File: src/rtl/trv_isqrt.sv
// Integer square root of a 64-bit value, one result bit per cycle.
// Stand-alone; used by the top level to find an axis length.
`default_nettype none

module trv_isqrt (
    input  wire logic        clk,
    input  wire logic        rst_n,
    input  wire logic        start,
    input  wire logic [63:0] x,
    output logic             done,
    output logic [31:0]      root
);
    logic        run_reg;
    logic        done_reg;
    logic [4:0]  cnt_reg;
    logic [63:0] x_reg;
    logic [63:0] r_reg;
    logic [63:0] bit_reg;
    logic [64:0] rb;
    logic        ge;

    assign rb = {1'b0, r_reg} + {1'b0, bit_reg};
    assign ge = {1'b0, x_reg} >= rb;

    always_ff @(posedge clk or negedge rst_n)
    begin
        if (!rst_n)
        begin
            run_reg  <= 1'b0;
            done_reg <= 1'b0;
            cnt_reg  <= '0;
        end
        else if (start)
        begin
            run_reg  <= 1'b1;
            done_reg <= 1'b0;
            cnt_reg  <= 5'd31;
        end
        else if (run_reg)
        begin
            cnt_reg <= cnt_reg - 5'd1;
            if (cnt_reg == 5'd0)
            begin
                run_reg  <= 1'b0;
                done_reg <= 1'b1;
            end
        end
        else
        begin
            done_reg <= 1'b0;
        end
    end

    always_ff @(posedge clk)
    begin
        if (start)
        begin
            x_reg   <= x;
            r_reg   <= '0;
            bit_reg <= 64'h4000_0000_0000_0000;
        end
        else if (run_reg)
        begin
            if (ge)
            begin
                x_reg <= x_reg - rb[63:0];
                r_reg <= (r_reg >> 1) + bit_reg;
            end
            else
            begin
                r_reg <= r_reg >> 1;
            end
            bit_reg <= bit_reg >> 2;
        end
    end

    assign done = done_reg;
    assign root = r_reg[31:0];

endmodule

`default_nettype wire
File: config.mk
export PLATFORM = sky130hd
export DESIGN_NAME = trv_isqrt
export DESIGN_NICKNAME = d
export VERILOG_FILES = /design/src/rtl/trv_isqrt.sv
export SDC_FILE = /design/constraint.sdc
export NUM_CORES = 1
export LEC_CHECK = 0
export ABC_AREA = 0
export CAP_MARGIN = 15
export CORE_ASPECT_RATIO = 0.5
export CORE_MARGIN = 5
export CORE_UTILIZATION = 66
export CTS_CLUSTER_SIZE = 16
export DETAILED_ROUTE_END_ITERATION = 10
export DONT_BUFFER_PORTS = 1
export PLACE_DENSITY = 0.82
export SYNTH_ARGS = -nofsm -noshare
export SYNTH_HDL_FRONTEND = slang
export SYNTH_SLANG_ARGS = --single-unit
File: constraint.sdc
create_clock -name clk -period 12.3 [get_ports clk]
set_input_delay 1.23 -clock clk [delete_from_list [all_inputs] [get_ports clk]]
set_output_delay 1.23 -clock clk [all_outputs]
set_load 0.02 [all_outputs]
==> results of run 1 <==
==> report_power, final <==
part | leakage (nW) | internal [mW] | switching (mW)
Clock | 0.288 | 0.271 | 0.275
Sequential | 1.52 | 0.768 | 0.0866
Combinational | 4.39 | 0.712 | 1.21
Total | 6.20 | 1.75 | 1.57
==> path summary, 6_finish.rpt <==
path / from / endpoint / depth (start not counted)
max reg2reg: r_reg[2]$_SDFFE_PP0P_ / x_reg[36]$_DFFE_PP_ / 25
max in group asynchronous: rst_n / run_reg$_DFF_PN0_ / 0
min reg2reg: cnt_reg[4]$_DFFE_PN0P_ / cnt_reg[4]$_DFFE_PN0P_ / 2
min: rst_n / cnt_reg[0]$_DFFE_PN0P_ / 0
max: r_reg[2]$_SDFFE_PP0P_ / x_reg[36]$_DFFE_PP_ / 25
min in group clk: cnt_reg[4]$_DFFE_PN0P_ / cnt_reg[4]$_DFFE_PN0P_ / 2
==> metal layers <==
metal / vias up / wire length (µm) / track usage [%]
met5: - / 0 / 0
met4: 0 / 845 / 7.52
li1: 6832 / - / -
met3: 97 / 6090 / 11.3
met1: 6980 / 20400 / 49.6
met2: 966 / 19300 / 48.7
==> through the flow <==
step / hold WS, ps / cells / setup WS (ps)
floorplan: 478 / 1919 / 2540
global placement: 498 / 2098 / 4290
detailed placement: 515 / 2098 / 4090
CTS: 439 / 2130 / 4040
global route: 432 / 2130 / 3240
finish: 446 / 2130 / 3720
==> logic make-up (layout without fill, tap and decap cells) <==
logic type | count (synthesis) | after routing | share of synthesized area (%)
AND/OR/NAND/NOR | 613 | 613 | 18.4
AO/OA/AOI/OAI | 608 | 608 | 26.1
buffers and inverters | 183 | 87 | 5.54
flip-flops | 167 | 167 | 26.2
XOR/XNOR | 164 | 164 | 9.37
adder cells (fa/ha/maj) | 133 | 133 | 10.9
multiplexers | 51 | 51 | 3.40
==> layout make-up <==
type | instances | area, µm² | share of cell area, %
Clock buffer | 17 | 425 | 2.71
Multi-Input combinational cell | 1569 | 10500 | 66.7
Timing Repair Buffer | 7 | 52.6 | 0.335
Clock inverter | 15 | 151 | 0.965
Sequential cell | 167 | 4020 | 25.7
Inverter | 48 | 180 | 1.15
Tap cell | 307 | 384 | 2.45
==> synth_stat cells, types with 11 or more instances <==
cell,count,area [µm²]
a21oi_1,117,586
dfxtp_1,96,1920
edfxtp_1,64,1920
o31ai_1,14,105
and2_1,16,100
mux2i_1,43,430
inv_1,48,180
nand3_1,60,300
nand4_1,40,250
a211o_1,12,105
o21bai_1,27,203
a211oi_1,49,368
nor2_1,172,646
nand2b_1,12,75.1
o21ai_0,146,731
nand2_1,210,788
clkbuf_1,82,308
and3_1,18,113
xor2_1,84,736
a31o_2,14,123
nor3_1,24,120
a21o_1,47,353
nand3b_1,11,82.6
ha_1,132,1650
o211ai_1,12,90.1
o21a_1,17,128
buf_4,32,240
nor2b_1,16,100
o22ai_1,15,93.8
a31oi_1,64,400
a311oi_1,12,105
xnor2_1,80,701
==> impl_metrics.yaml, run 1 <==
detailed_routing:
  firstDrtPassIters: 6
  vias: 14900
  drtIter0Drc: 2065
  drc: 0
  wl_mm: 46.6
  ant_nets: 0
  wire_per_inst_um: 21.9
  via_per_inst: 6.98
finish:
  diodes: 0
  fin_util_pct: 68.7
  fill_cells: 1885
  final_common_cell: "nand2_1"
  area_growth_pct: 2.34
  final_cell_area_um2: 15700
  drive_gt1_share_pct: 4.28
  mostFrequentLayoutCells: "210 x nand2_1, 172 x nor2_1, 145 x o21ai_0"
  nets: 2010
die:
  io_pins: 100
  fp.dieH_um: 118
  rows: 39
  fp.dieW_um: 225
  dieArea_um2: 26500
  core_area_um2: 22800
  floorplan.initialDensity_pct: 67.1
clock_network:
  cts_sinks: 167
  worstSkewPairLatency_ps: 470
  cts_tree: "done"
  path_clk_slew_ps: 70
  ctsResizeCount: 0
  cts_max_level: 4
  cts_setup_buffers: 0
  cts_made_buffers: 17
  clock_path_buffers: 2
  clockRootBuffer: "clkbuf_16"
  ctsHoldBuffers: 0
logic_synthesis:
  synth.ff_latch_count: 167
  yosys_warnings: 0
  synth.distinct_cells: 85
  syn_area_um2: 15300
  avgSynthCellArea_um2: 7.99
  synth_seq_area_share_pct: 26.2
  synth-async-reset-ratio_pct: 4.19
  syn_inst: 1919
  synth_fp_nets: 2119
  synth_edf_count: 64
  yosys_most_used_dff: "dfxtp_1"
sta:
  clock.fmax_mhz: 117
  slew_headroom_pct: 28.3
  setup_violations: 0
  period_share_pct: 69.7
  skew_ps: 10.5
  finalSetupTns_ps: 0
  finalHoldViolCount: 0
  rsz0062_at_grt: "no"
  period_minus_slack_ps: 8580
  drv_slew: 0
  worstMarginPinSlew_ps: 1080
power:
  p_total_mw: 3.32
  pwr_density_cell_nw_per_um2: 212
  p_leak_nw: 6.20
  peakVddDrop_mv: 0.136
worst_setup_path:
  critical_path.top_delay_family: "compound AO/OA/AOI/OAI gates"
  crit_slowest_cell: "o21ai_4"
  critPathLaunchType: "register"
  path_class: "reg2reg"
  cp_max_fo: 45
  rrSetupSlack_ps: 3720
  required_ps: 12400
  arrival_ps: 8680
  crit_buf_inv: 2
  cp_slowest_stage_delay_ps: 820
  endpoint_kind: "register"
global_route:
  grt_pass1_vias: 13600
  gr-total-overflow: 0
  grt_max_degree: 225
  grt_pass1_wl_mm: 73.2
  grt_usage_pct: 34.0
  grt_antenna_before_repair: 0
flow_run:
  maxCapViolCount: 0
place:
  io_buffers: 0
  dpl_cell_area_um2: 15100
  dp.final_hpwl_mm: 34.2
  gp_congestion: 1.09
outcome:
  status: "complete, no violations"
worst_hold_path:
  hp-class: "in2async"
Note: power is estimated with default switching activity, not from simulation.
==> inputs of run 2 (changes only) <==
- ABC_AREA: 0 -> 1
- CORE_UTILIZATION: 66 -> 60
- PLACE_DENSITY: 0.82 -> 0.79
- clock period: 12.3 -> 7.75 ns (I/O delays scaled with it)
==> impl_metrics.yaml, run 2 <==
outcome:
  status: "complete, no violations"
detailed_routing:
  wl_met1_mm: 30.0
  wl_mm: 68.1
  wire_per_inst_um: 19.6
  drc: 0
  firstDrtPassIters: 6
  ant_nets: 0
  top_layer: "met4"
  wl_met2_mm: 26.2
  dr_wl_met3_mm: 9.86
  vias: 20700
  drtIter0Drc: 2898
  via_per_inst: 5.96
worst_setup_path:
  critPathLaunchType: "register"
  arrival_ps: 6540
  endpoint_kind: "register"
  cp_max_fo: 55
  path_class: "reg2reg"
  required_ps: 8110
clock_network:
  ctsHoldBuffers: 1
  worstSkewPairLatency_ps: 460
  cts_sinks: 167
  clockRootBuffer: "clkbuf_16"
  cts_tree: "done"
  clock_path_buffers: 2
  cts_max_level: 4
  cts_setup_buffers: 0
  ctsResizeCount: 0
  path_clk_slew_ps: 80
  cts_made_buffers: 17
logic_synthesis:
  avgSynthCellArea_um2: 6.03
  synth_fp_nets: 3294
  syn_area_um2: 18700
  syn_inst: 3094
  synth_seq_area_share_pct: 21.5
  synth_area_leader_cell: "nand2_1"
  synth.ff_latch_count: 167
  synth-async-reset-ratio_pct: 4.19
  synth.distinct_cells: 53
  yosysMostFrequentCell: "nand2_1"
  synth-simple-area-share_pct: 36.6
  yosys.area_share.xor_xnor_pct: 4.74
  synth-compound-area-share_pct: 16.0
  synthMuxAreaShare_pct: 0
  synth_edf_count: 64
  yosys_most_used_dff: "dfxtp_1"
  synthTopCellsByArea: "nand2_1 18%, dfxtp_1 10%, edfxtp_1 10%"
  synth_top_family_by_area: "simple AND/OR/NAND/NOR gates"
  synthTopCellsByCount: "871 x nand2_1, 458 x inv_1, 334 x nor2_1"
  synth_top_area_share_pct: 17.5
  yosys_warnings: 0
  synth_fa_ha_area_share_pct: 8.96
flow_run:
  maxCapViolCount: 0
global_route:
  gr-total-overflow: 0
  grt_max_degree: 90
  grt_pass1_vias: 18300
  grt_usage_pct: 37.5
  grt_pass1_wl_mm: 102
  grt_antenna_before_repair: 1
die:
  fp.dieH_um: 135
  core_area_um2: 30500
  dieArea_um2: 34900
  fp.dieW_um: 259
  rows: 45
  floorplan.initialDensity_pct: 61.2
  io_pins: 100
power:
  peakVddDrop_mv: 0.230
  p_leak_nw: 8.14
  pwr_density_cell_nw_per_um2: 362
  p_total_mw: 7.02
sta:
  setup_violations: 0
  finalHoldViolCount: 0
  rsz0062_at_grt: "no"
  drv_slew: 0
  clock.fmax_mhz: 162
  period_share_pct: 79.8
  whs_ps: 440
  finalSetupTns_ps: 0
  period_minus_slack_ps: 6190
  slew_headroom_pct: 40.9
  worstMarginPinSlew_ps: 885
  skew_ps: 16.3
worst_hold_path:
  hp-class: "in2reg"
finish:
  area_growth_pct: 3.82
  nets: 3238
  mostFrequentLayoutCells: "871 x nand2_1, 457 x inv_1, 332 x nor2_1"
  final_common_cell: "nand2_1"
  fin_cells: 3475
  drive_gt1_share_pct: 4.16
  fill_cells: 3015
place:
  io_buffers: 0
  gp_congestion: 1.11
  dpl.cell_count: 3441
  dp.final_hpwl_mm: 55.6
-- run 2: cell type report --
cell class / count / area, µm² / share of cell area, %
Antenna cell: 1 / 2.50 / 0.0129
Clock buffer: 21 / 470 / 2.43
Clock inverter: 11 / 83.8 / 0.433
Inverter: 464 / 1740 / 8.99
Multi-Input combinational cell: 2373 / 12400 / 64.0
Sequential cell: 167 / 4020 / 20.8
Tap cell: 423 / 529 / 2.73
Timing Repair Buffer: 15 / 128 / 0.659
-- run 2: kinds of logic (layout without fill, tap and decap cells) --
logic type | after synthesis | after routing
XOR/XNOR | 101 | 101
AO/OA/AOI/OAI | 535 | 535
flip-flops | 167 | 167
AND/OR/NAND/NOR | 1604 | 1604
adder cells (fa/ha/maj) | 133 | 133
other | 0 | 1
buffers and inverters | 554 | 511
-- run 2: worst paths after layout --
| kind | cells past startpoint | to | slack [ps] | start |
|---|---|---|---|---|
| hold reg to reg | 1 | cnt_reg[4]$_DFFE_PN0P_ | 500 | cnt_reg[4]$_DFFE_PN0P_ |
| min in group asynchronous | 1 | cnt_reg[3]$_DFFE_PN0P_ | 650 | rst_n |
| setup reg to reg | 27 | r_reg[34]$_SDFFE_PP0P_ | 1560 | r_reg[14]$_SDFFE_PP0P_ |
| hold / removal | 2 | cnt_reg[2]$_DFFE_PN0P_ | 440 | start |
| max in group asynchronous | 1 | cnt_reg[1]$_DFFE_PN0P_ | 6840 | rst_n |
| setup / recovery | 27 | r_reg[34]$_SDFFE_PP0P_ | 1560 | r_reg[14]$_SDFFE_PP0P_ |
-- run 2: critical path, stage by stage (launching register included) --
cell      delay (ps)
dfxtp_1          730
ha_1             400
nand2_2          150
o21ai_2          100
nand2_1           70
nand2_1           60
inv_2             60
nand2_4           60
a21boi_0         450
o21ai_0          380
a21oi_1          290
xor2_1           360
ha_1             390
a21oi_1          240
nand2_1          120
nand2_1           70
nand2_1           60
a21oi_1          130
nand2_1           60
nor2_1           240
nor2_1            80
nand2_1          180
nand3_4          550
buf_12           450
nor2_1           120
nor2_1            60
nand2_1          100
nand2_1           60
-- run 2: report_power, final --
group          total (mW)  switching (mW)  internal, mW
Clock               0.850           0.409         0.441
Combinational        4.56            3.14          1.42
Sequential           1.61           0.331          1.28
-- run 2: per-stage QoR --
stage	worst slack, ps	area, µm²	util (%)
6_report	1560	19400	63.6
5_1_grt	1210	19400	63.6
4_1_cts	1750	19400	63.6
3_5_place_dp	1810	18800	61.7
3_3_place_gp	1860	18800	61.7
2_1_floorplan	614	18700	-
-- run 2: layer usage --
| layer | global-route usage, % | vias to the layer above |
|---|---|---|
| li1 | - | 9951 |
| met1 | 55.6 | 9421 |
| met2 | 52.3 | 1203 |
| met3 | 11.7 | 122 |
| met4 | 10.7 | 0 |
| met5 | 0 | - |
