`src/rtl/trv_div.sv`:
```
// Restoring divider, one quotient bit per cycle over a 64-bit dividend.
// Stand-alone; used by the top level for texture v and offset divisions.
`default_nettype none

module trv_div (
    input  wire logic        clk,
    input  wire logic        rst_n,
    input  wire logic        start,
    input  wire logic [63:0] num,
    input  wire logic [33:0] den,
    output logic             done,
    output logic [31:0]      quo
);
    logic        run_reg;
    logic        done_reg;
    logic [5:0]  cnt_reg;
    logic [63:0] num_reg;
    logic [33:0] den_reg;
    logic [33:0] rem_reg;
    logic [31:0] quo_reg;
    logic [34:0] rem_sh;
    logic        ge;
    logic [34:0] rem_sub;

    assign rem_sh  = {rem_reg, num_reg[63]};
    assign ge      = rem_sh >= {1'b0, den_reg};
    assign rem_sub = rem_sh - {1'b0, den_reg};

    always_ff @(posedge clk or negedge rst_n)
    begin
        if (!rst_n)
        begin
            run_reg  <= 1'b0;
            done_reg <= 1'b0;
            cnt_reg  <= '0;
        end
        else if (start)
        begin
            run_reg  <= 1'b1;
            done_reg <= 1'b0;
            cnt_reg  <= 6'd63;
        end
        else if (run_reg)
        begin
            cnt_reg <= cnt_reg - 6'd1;
            if (cnt_reg == 6'd0)
            begin
                run_reg  <= 1'b0;
                done_reg <= 1'b1;
            end
        end
        else
        begin
            done_reg <= 1'b0;
        end
    end

    always_ff @(posedge clk)
    begin
        if (start)
        begin
            num_reg <= num;
            den_reg <= den;
            rem_reg <= '0;
            quo_reg <= '0;
        end
        else if (run_reg)
        begin
            num_reg <= {num_reg[62:0], 1'b0};
            rem_reg <= ge ? rem_sub[33:0] : rem_sh[33:0];
            quo_reg <= {quo_reg[30:0], ge};
        end
    end

    assign done = done_reg;
    assign quo  = quo_reg;

endmodule

`default_nettype wire

```
`config.mk`:
```
export PLATFORM = sky130hd
export DESIGN_NAME = trv_div
export DESIGN_NICKNAME = d
export VERILOG_FILES = /design/src/rtl/trv_div.sv
export SDC_FILE = /design/constraint.sdc
export NUM_CORES = 1
export LEC_CHECK = 0
export ABC_AREA = 1
export BUFFER_PORTS_ARGS = -buffer_cell sky130_fd_sc_hd__clkbuf_2
export CORE_UTILIZATION = 50
export DETAILED_ROUTE_END_ITERATION = 16
export GPL_TIMING_DRIVEN = 0
export PLACE_DENSITY_LB_ADDON = 0.25
export SETUP_SLACK_MARGIN = 0.15
export SKIP_CTS_REPAIR_TIMING = 1
export SKIP_LAST_GASP = 1
export SYNTH_ARGS = -nofsm -noshare
export SYNTH_HDL_FRONTEND = slang
export SYNTH_SLANG_ARGS = --single-unit
```
`constraint.sdc`:
```
create_clock -name clk -period 3 [get_ports clk]
set_input_delay 0.3 -clock clk [delete_from_list [all_inputs] [get_ports clk]]
set_output_delay 0.3 -clock clk [all_outputs]
set_load 0.01 [all_outputs]
```
==> impl_metrics.py, run 1 <==
metrics = {
    "sta": {
        "fin_setup_tns_ns": 0,
        "worst_pin_slew_ns": 0.928,
        "fin_ws_ns": 0.528,
        "skew_ns": 0.0154,
        "fmax_mhz": 404,
        "final.period_utilization_pct": 82.4,
        "period_needed_ns": 2.47,
        "hold_viol_final": 0,
        "setup_viol": 0,
        "rsz0062_at_grt": "no",
        "drv_slew": 0,
        "slew_headroom_pct": 37.9,
    },
    "finish": {
        "nets": 1561,
        "n_antenna_cell": 0,
        "syn_to_final_growth_pct": 16.7,
        "drive_above_1_share_pct": 13.5,
        "largest_reg_flops": 64,
    },
    "hold_path": {
        "hold_path_class": "in -> reg",
    },
    "die": {
        "io_pins": 134,
        "fp.dieArea_um2": 19500,
        "core_um2": 18300,
        "start_util_pct": 51.7,
        "fp.dieW_um": 139,
        "rows": 49,
        "die_h_um": 139,
    },
    "power": {
        "fin_total_pwr_mw": 8.45,
        "vdd_drop_max_mv": 0.448,
        "p_leak_nw": 5.85,
        "powerDensity_nw_per_um2": 765,
    },
    "critical_path": {
        "critPathMaxFanout": 3,
        "critPathKind": "reg -> reg",
        "end_kind": "register",
        "start_kind": "register",
        "crit_required_ns": 3.33,
        "cp_data_arrival_time_ns": 2.80,
    },
    "synthesis": {
        "syn_area_um2": 9450,
        "synth_edf_count": 98,
        "yosys_warnings": 0,
        "yosysTopAreaCell": "edfxtp_1",
        "synth.most_common_cell": "nand2_1",
        "synthCells": 1269,
        "synthArstFlopShare_pct": 4.65,
        "synth.avg_cell_area_um2": 7.45,
        "synth_top_area_share_pct": 31.1,
        "synthDistinctLibCells": 34,
        "synthTopCellsByCount": "nand2_1, inv_1, edfxtp_1, dfxtp_1, nor2_1",
        "synth_nets": 1407,
        "synth_ff_type": "edfxtp_1",
        "yosys_register_bits": 172,
        "synthTopCellsByArea": "edfxtp_1, nand2_1, dfxtp_1",
        "synth_seq_area_share_pct": 47.2,
    },
    "clocking": {
        "cts_root_buf": "clkbuf_16",
        "numClockSinks": 172,
        "cts_buffer_depth": 2,
        "cts_made_buffers": 17,
        "cts_tree": "yes",
        "cts_max_level": 4,
        "clock_latency_ns": 0.44,
        "clk_pin_slew_ns": 0.08,
    },
    "grt": {
        "grt_max_degree": 44,
        "overflow": 0,
        "track_usage_pct": 23.2,
        "grt_pass1_vias": 7644,
        "antenna_found_initial": 1,
        "grt_pass1_wl_mm": 36.0,
    },
    "drt": {
        "wl_per_cell_um": 13.1,
        "wl_mm": 21.9,
        "drtPass1Iterations": 4,
        "vias": 8100,
        "drt_iter0_drc": 530,
        "drtAntennaViolNets": 0,
        "vias_per_cell": 4.86,
        "drc": 0,
    },
    "placement": {
        "place_congestion": 0.928,
        "port_buffers": 133,
        "dp_slack_ns": -0.141,
        "dpl.hpwl_mm": 16.3,
    },
    "flow_run": {
        "cap_violations": 0,
    },
    "status": {
        "status": "finished, final reports clean",
    },
}
-- cell usage in the layout (no fill, tap or decap), types with 4 or more instances in the layout --
master,n
buf_2,6
dfxtp_1,66
dfrtp_1,8
a21oi_1,22
nor3_1,7
nand3b_1,37
buf_6,4
clkbuf_2,133
nor2_1,47
nand2_2,4
edfxtp_1,98
ha_1,36
clkbuf_1,24
nor2_2,5
o21ai_0,11
nand2_1,583
clkbuf_16,18
inv_6,5
o22ai_1,30
inv_1,198
xnor2_1,14
nand3_1,46
-- layer usage --
| layer | vias to the layer above | part of all wire [%] | global-route usage, % |
|---|---|---|---|
| met4 | 0 | 1.5 | 7.25 |
| met1 | 3625 | 46 | 30.2 |
| met2 | 203 | 46 | 38.3 |
| met5 | - | 0 | 0 |
| li1 | 4246 | - | - |
| met3 | 26 | 5.9 | 5.54 |
-- area by class of cell --
cell class / count / area (um^2)
clock buffers: 19 / 464
flip-flops and latches: 172 / 4460
repair buffers: 135 / 696
inverters: 201 / 754
well taps: 229 / 287
clock inverters: 13 / 130
multi-input cells: 861 / 4070
plain buffers: 35 / 173
fillers: 1698 / 7240
-- through the flow --
stage	hold slack [ns]	util (%)	instances	area (um^2)
finish	0.0286	60.4	1665	11000
CTS	-0.306	60.3	1664	11000
global placement	0.158	57.0	1631	10400
floorplan	0.00441	-	1269	9450
global route	0.0192	60.4	1665	11000
detailed placement	0.160	57.1	1632	10400
-- final timing paths --
kind	from	to	slack [ns]	cells past startpoint
max in group asynchronous	rst_n	cnt_reg[2]	2.56	2
worst max register to register	num_reg[63]	rem_reg[28]	0.53	16
worst min-delay path	den[8]	den_reg[8]	0.03	1
min in group asynchronous	rst_n	cnt_reg[1]	0.25	2
worst min register to register	rem_reg[7]	rem_reg[7]	0.47	2
worst max-delay path	num_reg[63]	rem_reg[28]	0.53	16
-- cells by family after synthesis --
group           share of synthesized area [%]
simple gates                             32.5
buf+inv                                  9.77
flops                                    47.2
compound gates                           3.97
fa+ha+maj                                4.98
xor+xnor                                 1.58
-- worst max-delay path: stages (launching register included) --
cell and delay [ns]:
edfxtp_1 0.38, inv_1 0.09, ha_1 0.17, inv_1 0.09, fa_1 0.48, nand2_1 0.11
nand2_1 0.09, nand3_1 0.09, nand2_1 0.14, nand2_1 0.11, nand2_1 0.14, nand2_1 0.15
nand3b_1 0.09, nand2_1 0.08, nand2_1 0.05, nand2_1 0.07, nand2_1 0.05
-- report_power, final --
part	internal [mW]	total, mW	switching, mW
combinational	1.22	3.22	1.99
clock	1.21	2.23	1.02
sequential	2.83	3.00	0.175
total	5.26	8.45	3.19
Note: power is estimated with default switching activity, not from simulation.
==> inputs of run 2 (changes only) <==
==> constraint.sdc (replaced) <==
create_clock -name clk -period 2.35 [get_ports clk]
set_input_delay 0.235 -clock clk [delete_from_list [all_inputs] [get_ports clk]]
set_output_delay 0.235 -clock clk [all_outputs]
set_load 0.01 [all_outputs]
==> impl_metrics.py, run 2 (synthesis results as in run 1) <==
metrics = {
    "finish": {
        "fillers": 1480,
        "largest_reg_flops": 64,
        "layout_common_cells": "nand2_1, inv_1, clkbuf_2",
        "utilization_pct": 68.3,
        "final_common_cell": "nand2_1",
        "fin_area_um2": 12500,
        "drive_above_1_share_pct": 22.7,
        "n_antenna_cell": 0,
        "syn_to_final_growth_pct": 32.1,
        "nets": 1620,
    },
    "grt": {
        "grt_pass1_wl_mm": 36.0,
        "track_usage_pct": 23.2,
        "antenna_found_initial": 0,
        "grt_pass1_vias": 7644,
        "grt_max_degree": 44,
        "overflow": 0,
    },
    "status": {
        "status": "finished, final reports clean",
    },
    "critical_path": {
        "critPathKind": "reg -> reg",
        "start_kind": "register",
        "r2r-end": "rem_reg[11]",
        "end_kind": "register",
        "cp_data_arrival_time_ns": 2.48,
        "rrSetupSlack_ns": 0.19,
        "crit_slowest_cell": "edfxtp_1",
        "path_cells": "inv_2 -> ha_4 -> nand2_4 -> nor2_4 -> nand2_2 -> nor2_4 -> nand4_1 -> nor2b_4 -> buf_6 -> nand2_8 -> buf_8 -> nand2_1 -> nand3_1 -> nand2_1",
        "cp_slowest_stage_delay_ns": 0.37,
        "rr_startpoint": "den_reg[18]",
        "critPathMaxFanout": 7,
        "crit_required_ns": 2.67,
        "r2r_cells": 14,
    },
    "power": {
        "powerDensity_nw_per_um2": 1000,
        "fin_total_pwr_mw": 12.5,
        "seqPwrFrac_pct": 31.4,
        "p_switching_mw": 4.84,
        "p_leak_nw": 6.27,
        "comb_power_share_pct": 45.8,
        "internal_power_mw": 7.70,
        "p_clk_share_pct": 22.8,
        "p_sw_share_pct": 38.6,
        "vdd_drop_max_mv": 0.573,
    },
    "drt": {
        "drt_iter0_drc": 571,
        "met3_length_mm": 1.40,
        "wl_met1_mm": 10.7,
        "drtAntennaViolNets": 0,
        "drtPass1Iterations": 5,
        "wl_met2_mm": 11.4,
        "top_layer": "met4",
        "vias": 8553,
        "wl_per_cell_um": 14.0,
        "wl_mm": 24.1,
        "vias_per_cell": 4.96,
        "drc": 0,
    },
    "hold_path": {
        "worstHoldStart": "num[0]",
        "hold_depth": 3,
        "hold_end": "num_reg[0]",
        "hold_path_class": "in -> reg",
    },
    "clocking": {
        "clock_latency_ns": 0.44,
        "cts_root_buf": "clkbuf_16",
        "cts_max_level": 4,
        "cts_tree": "yes",
        "cts_buffer_depth": 2,
        "cts_made_buffers": 17,
        "clk_pin_slew_ns": 0.07,
        "numClockSinks": 172,
    },
    "placement": {
        "port_buffers": 133,
        "place_congestion": 0.928,
        "dpl.hpwl_mm": 16.3,
        "dpl_cell_area_um2": 10400,
    },
    "die": {
        "die_h_um": 139,
        "fp.dieW_um": 139,
        "io_pins": 134,
        "core_um2": 18300,
        "fp.dieArea_um2": 19500,
        "start_util_pct": 51.7,
        "rows": 49,
    },
    "sta": {
        "setup_viol": 0,
        "final.period_utilization_pct": 91.8,
        "drv_slew": 0,
        "hold_viol_final": 0,
        "skew_ns": 0.0167,
        "worst_pin_slew_ns": 0.769,
        "slew_headroom_pct": 48.8,
        "fmax_mhz": 464,
        "period_needed_ns": 2.16,
        "rsz0062_at_grt": "yes",
    },
    "flow_run": {
        "cap_violations": 0,
    },
}
[run 2: power groups by stage]
stage | sequential [mW] | clock (mW) | combinational [mW]
2_1_floorplan | 3.83 | 0 | 3.15
3_3_place_gp | 3.87 | 0 | 4.01
3_5_place_dp | 3.88 | 0 | 4.06
4_1_cts | 3.83 | 2.88 | 4.09
5_1_grt | 3.98 | 3.00 | 6.30
6_report | 3.94 | 2.86 | 5.75
[run 2: layer usage]
layer,vias to the layer above,track usage [%]
met5,-,0
met4,0,7.25
met3,47,5.54
met2,252,38.3
met1,3877,30.2
li1,4377,-
[run 2: worst max-delay path, delay by kind of cell (launching register included)]
kind / cells / cell delay [ns]
and+or+nand+nor: 10 / 1.03
DFF: 1 / 0.37
adders and majority gates: 1 / 0.31
buffers and inverters: 3 / 0.35
[run 2: worst max-delay path by stage]
stage,cells after the start,to,from
floorplan,3,num_reg[0],run_reg
global placement,5,num_reg[29],start
detailed placement,6,num_reg[34],start
CTS,7,quo[26],start
global route,14,rem_reg[11],den_reg[10]
finish,14,rem_reg[11],den_reg[18]
[run 2: per-stage QoR]
step	instances	setup TNS [ns]	setup WS (ns)	hold slack [ns]
final	1724	0	0.193	0.0586
after global routing	1724	0	0.0644	0.0678
after CTS	1664	-14.42	-0.295	-0.371
after detailed placement	1632	-71.35	-0.726	0.0953
after global placement	1631	-126.01	-1.43	0.0933
after floorplan	1269	0	0.227	-0.0606
[run 2: layout make-up]
type	instances	area, um^2	share of cell area, %
buffer	35	223	1.78
clock buffer	19	464	3.72
clock inverter	13	130	1.04
inverter	201	757	6.06
multi-input combinational	862	4870	39.0
sequential	172	4460	35.8
tap	229	287	2.29
timing repair buffer	193	1290	10.4
==> inputs of run 3 (changes only) <==
--- a/config.mk
+++ b/config.mk
@@ -6,7 +6,7 @@
 export NUM_CORES = 1
 export LEC_CHECK = 0
 export ABC_AREA = 1
-export BUFFER_PORTS_ARGS = -buffer_cell sky130_fd_sc_hd__clkbuf_2
+export BUFFER_PORTS_ARGS = -buffer_cell sky130_fd_sc_hd__buf_4
 export CORE_UTILIZATION = 50
 export DETAILED_ROUTE_END_ITERATION = 16
 export GPL_TIMING_DRIVEN = 0
@@ -14,6 +14,7 @@
 export SETUP_SLACK_MARGIN = 0.15
 export SKIP_CTS_REPAIR_TIMING = 1
 export SKIP_LAST_GASP = 1
+export SLEW_MARGIN = 20
 export SYNTH_ARGS = -nofsm -noshare
 export SYNTH_HDL_FRONTEND = slang
 export SYNTH_SLANG_ARGS = --single-unit
==> impl_metrics.py, run 3 (synthesis results as in run 1) <==
metrics = {
    "critical_path": {
        "critPathKind": "reg -> reg",
        "rrSetupSlack_ns": 0.16,
        "crit_required_ns": 2.72,
        "cp_data_arrival_time_ns": 2.56,
        "end_kind": "register",
        "r2r-end": "rem_reg[15]",
        "critPathMaxFanout": 7,
        "path_cells": "inv_1 -> ha_4 -> nand2_1 -> nand2_1 -> nand2_1 -> nand2_1 -> nand2_1 -> nand2_1 -> a21oi_2 -> nand2_2 -> nand2_8 -> nand2_8 -> clkbuf_16 -> nand2_1 -> nand3_1 -> nand2_1",
        "crit_family": "simple AND/OR/NAND/NOR gates",
        "cpMostUsedCell": "nand2_1",
        "crit_slowest_cell": "edfxtp_1",
        "crit_buf_inv": 2,
        "r2r_cells": 16,
        "start_kind": "register",
        "rr_startpoint": "den_reg[12]",
        "cp_slowest_stage_delay_ns": 0.38,
    },
    "clocking": {
        "cts_buffer_depth": 2,
        "numClockSinks": 172,
        "cts_tree": "yes",
        "cts_root_buf": "clkbuf_16",
        "cts_max_level": 4,
        "clock_latency_ns": 0.43,
        "cts_made_buffers": 17,
        "clk_pin_slew_ns": 0.07,
    },
    "sta": {
        "final.period_utilization_pct": 93.2,
        "drv_slew": 0,
        "setup_viol": 0,
        "hold_viol_final": 0,
        "rsz0062_at_grt": "yes",
        "slew_headroom_pct": 51.4,
        "fmax_mhz": 457,
        "period_needed_ns": 2.19,
        "worst_pin_slew_ns": 0.728,
        "skew_ns": 0.0123,
    },
    "die": {
        "io_pins": 134,
        "fp.dieW_um": 139,
        "die_h_um": 139,
        "fp.dieArea_um2": 19500,
        "core_um2": 18300,
        "rows": 49,
        "start_util_pct": 51.7,
    },
    "drt": {
        "drc": 0,
        "drtPass1Iterations": 6,
        "drt_iter0_drc": 547,
        "wl_mm": 24.1,
        "vias": 8528,
        "met3_length_mm": 1.34,
        "wl_per_cell_um": 14.0,
        "top_layer": "met4",
        "wl_met2_mm": 11.5,
        "vias_per_cell": 4.95,
        "wl_met1_mm": 10.6,
        "drtAntennaViolNets": 0,
    },
    "power": {
        "fin_total_pwr_mw": 12.1,
        "powerDensity_nw_per_um2": 963,
        "p_leak_nw": 6.25,
        "vdd_drop_max_mv": 0.586,
    },
    "hold_path": {
        "hold_depth": 3,
        "hold_path_class": "in -> reg",
        "worstHoldStart": "num[0]",
        "hold_end": "num_reg[0]",
    },
    "placement": {
        "place_congestion": 0.946,
        "port_buffers": 133,
        "dpl.hpwl_mm": 16.6,
    },
    "finish": {
        "n_antenna_cell": 0,
        "final_common_cell": "nand2_1",
        "utilization_pct": 69.0,
        "multi_input_area_um2": 4700,
        "largest_reg_flops": 64,
        "fillers": 1523,
        "syn_to_final_growth_pct": 33.4,
        "layout_common_cells": "nand2_1, inv_1, buf_4",
        "drive_above_1_share_pct": 20.4,
        "regArea_um2": 4460,
        "nets": 1618,
    },
    "grt": {
        "track_usage_pct": 23.5,
        "antenna_found_initial": 0,
        "grt_pass1_vias": 7775,
        "grt_max_degree": 48,
        "overflow": 0,
        "grt_pass1_wl_mm": 36.5,
    },
    "status": {
        "status": "finished, final reports clean",
    },
    "flow_run": {
        "cap_violations": 0,
    },
}
==> run 3: worst register-to-register path, delay by kind of cell, from the launching register on <==
| kind | cells | cell delay, ns |
|---|---|---|
| flip-flops | 1 | 0.38 |
| buffers and inverters | 2 | 0.28 |
| AND/OR/NAND/NOR | 12 | 1.05 |
| AO/OA/AOI/OAI | 1 | 0.20 |
| adder cells (fa/ha/maj) | 1 | 0.22 |
==> run 3: worst max path at each step <==
stage	startpoint	endpoint	depth (start not counted)	slack (ns)
after detailed placement	start	num_reg[34]	6	-0.33
after global placement	start	num_reg[20]	5	-1.04
after CTS	den_reg[25]	rem_reg[20]	15	-0.09
after floorplan	run_reg	num_reg[0]	3	0.23
final	den_reg[12]	rem_reg[15]	16	0.16
after global routing	den_reg[22]	rem_reg[19]	16	0.02
==> run 3: metal layers <==
metal | global-route usage [%] | vias up
li1 | - | 4360
met1 | 30.1 | 3894
met2 | 38.5 | 235
met3 | 6.50 | 39
met4 | 7.49 | 0
met5 | 0 | -
==> run 3: cell type report <==
cell class                 instances  area share, %
buffer                            35           1.71
inverter                         201           6.02
tap                              229           2.27
timing repair buffer             191           12.5
clock buffer                      18           3.40
multi-input combinational        862           37.3
sequential                       172           35.4
clock inverter                    14           1.36
==> run 3: through the flow <==
step | setup TNS [ns] | setup WS, ns | area, um^2 | hold WS, ns | std cells
final | 0 | 0.161 | 12600 | 0.0614 | 1722
after floorplan | 0 | 0.227 | 9450 | -0.0606 | 1269
after global routing | 0 | 0.0229 | 12600 | 0.0543 | 1722
after global placement | -76.02 | -1.04 | 10700 | 0.0595 | 1631
after CTS | -0.967 | -0.0917 | 11400 | -0.405 | 1664
after detailed placement | -18.35 | -0.332 | 10800 | 0.0608 | 1632
==> run 3: power by group <==
group          leakage [nW]  switching (mW)  internal (mW)
registers              1.65           0.318           3.61
clock network         0.287            1.33           1.52
logic                  4.31            2.99           2.38
total                  6.25            4.63           7.51
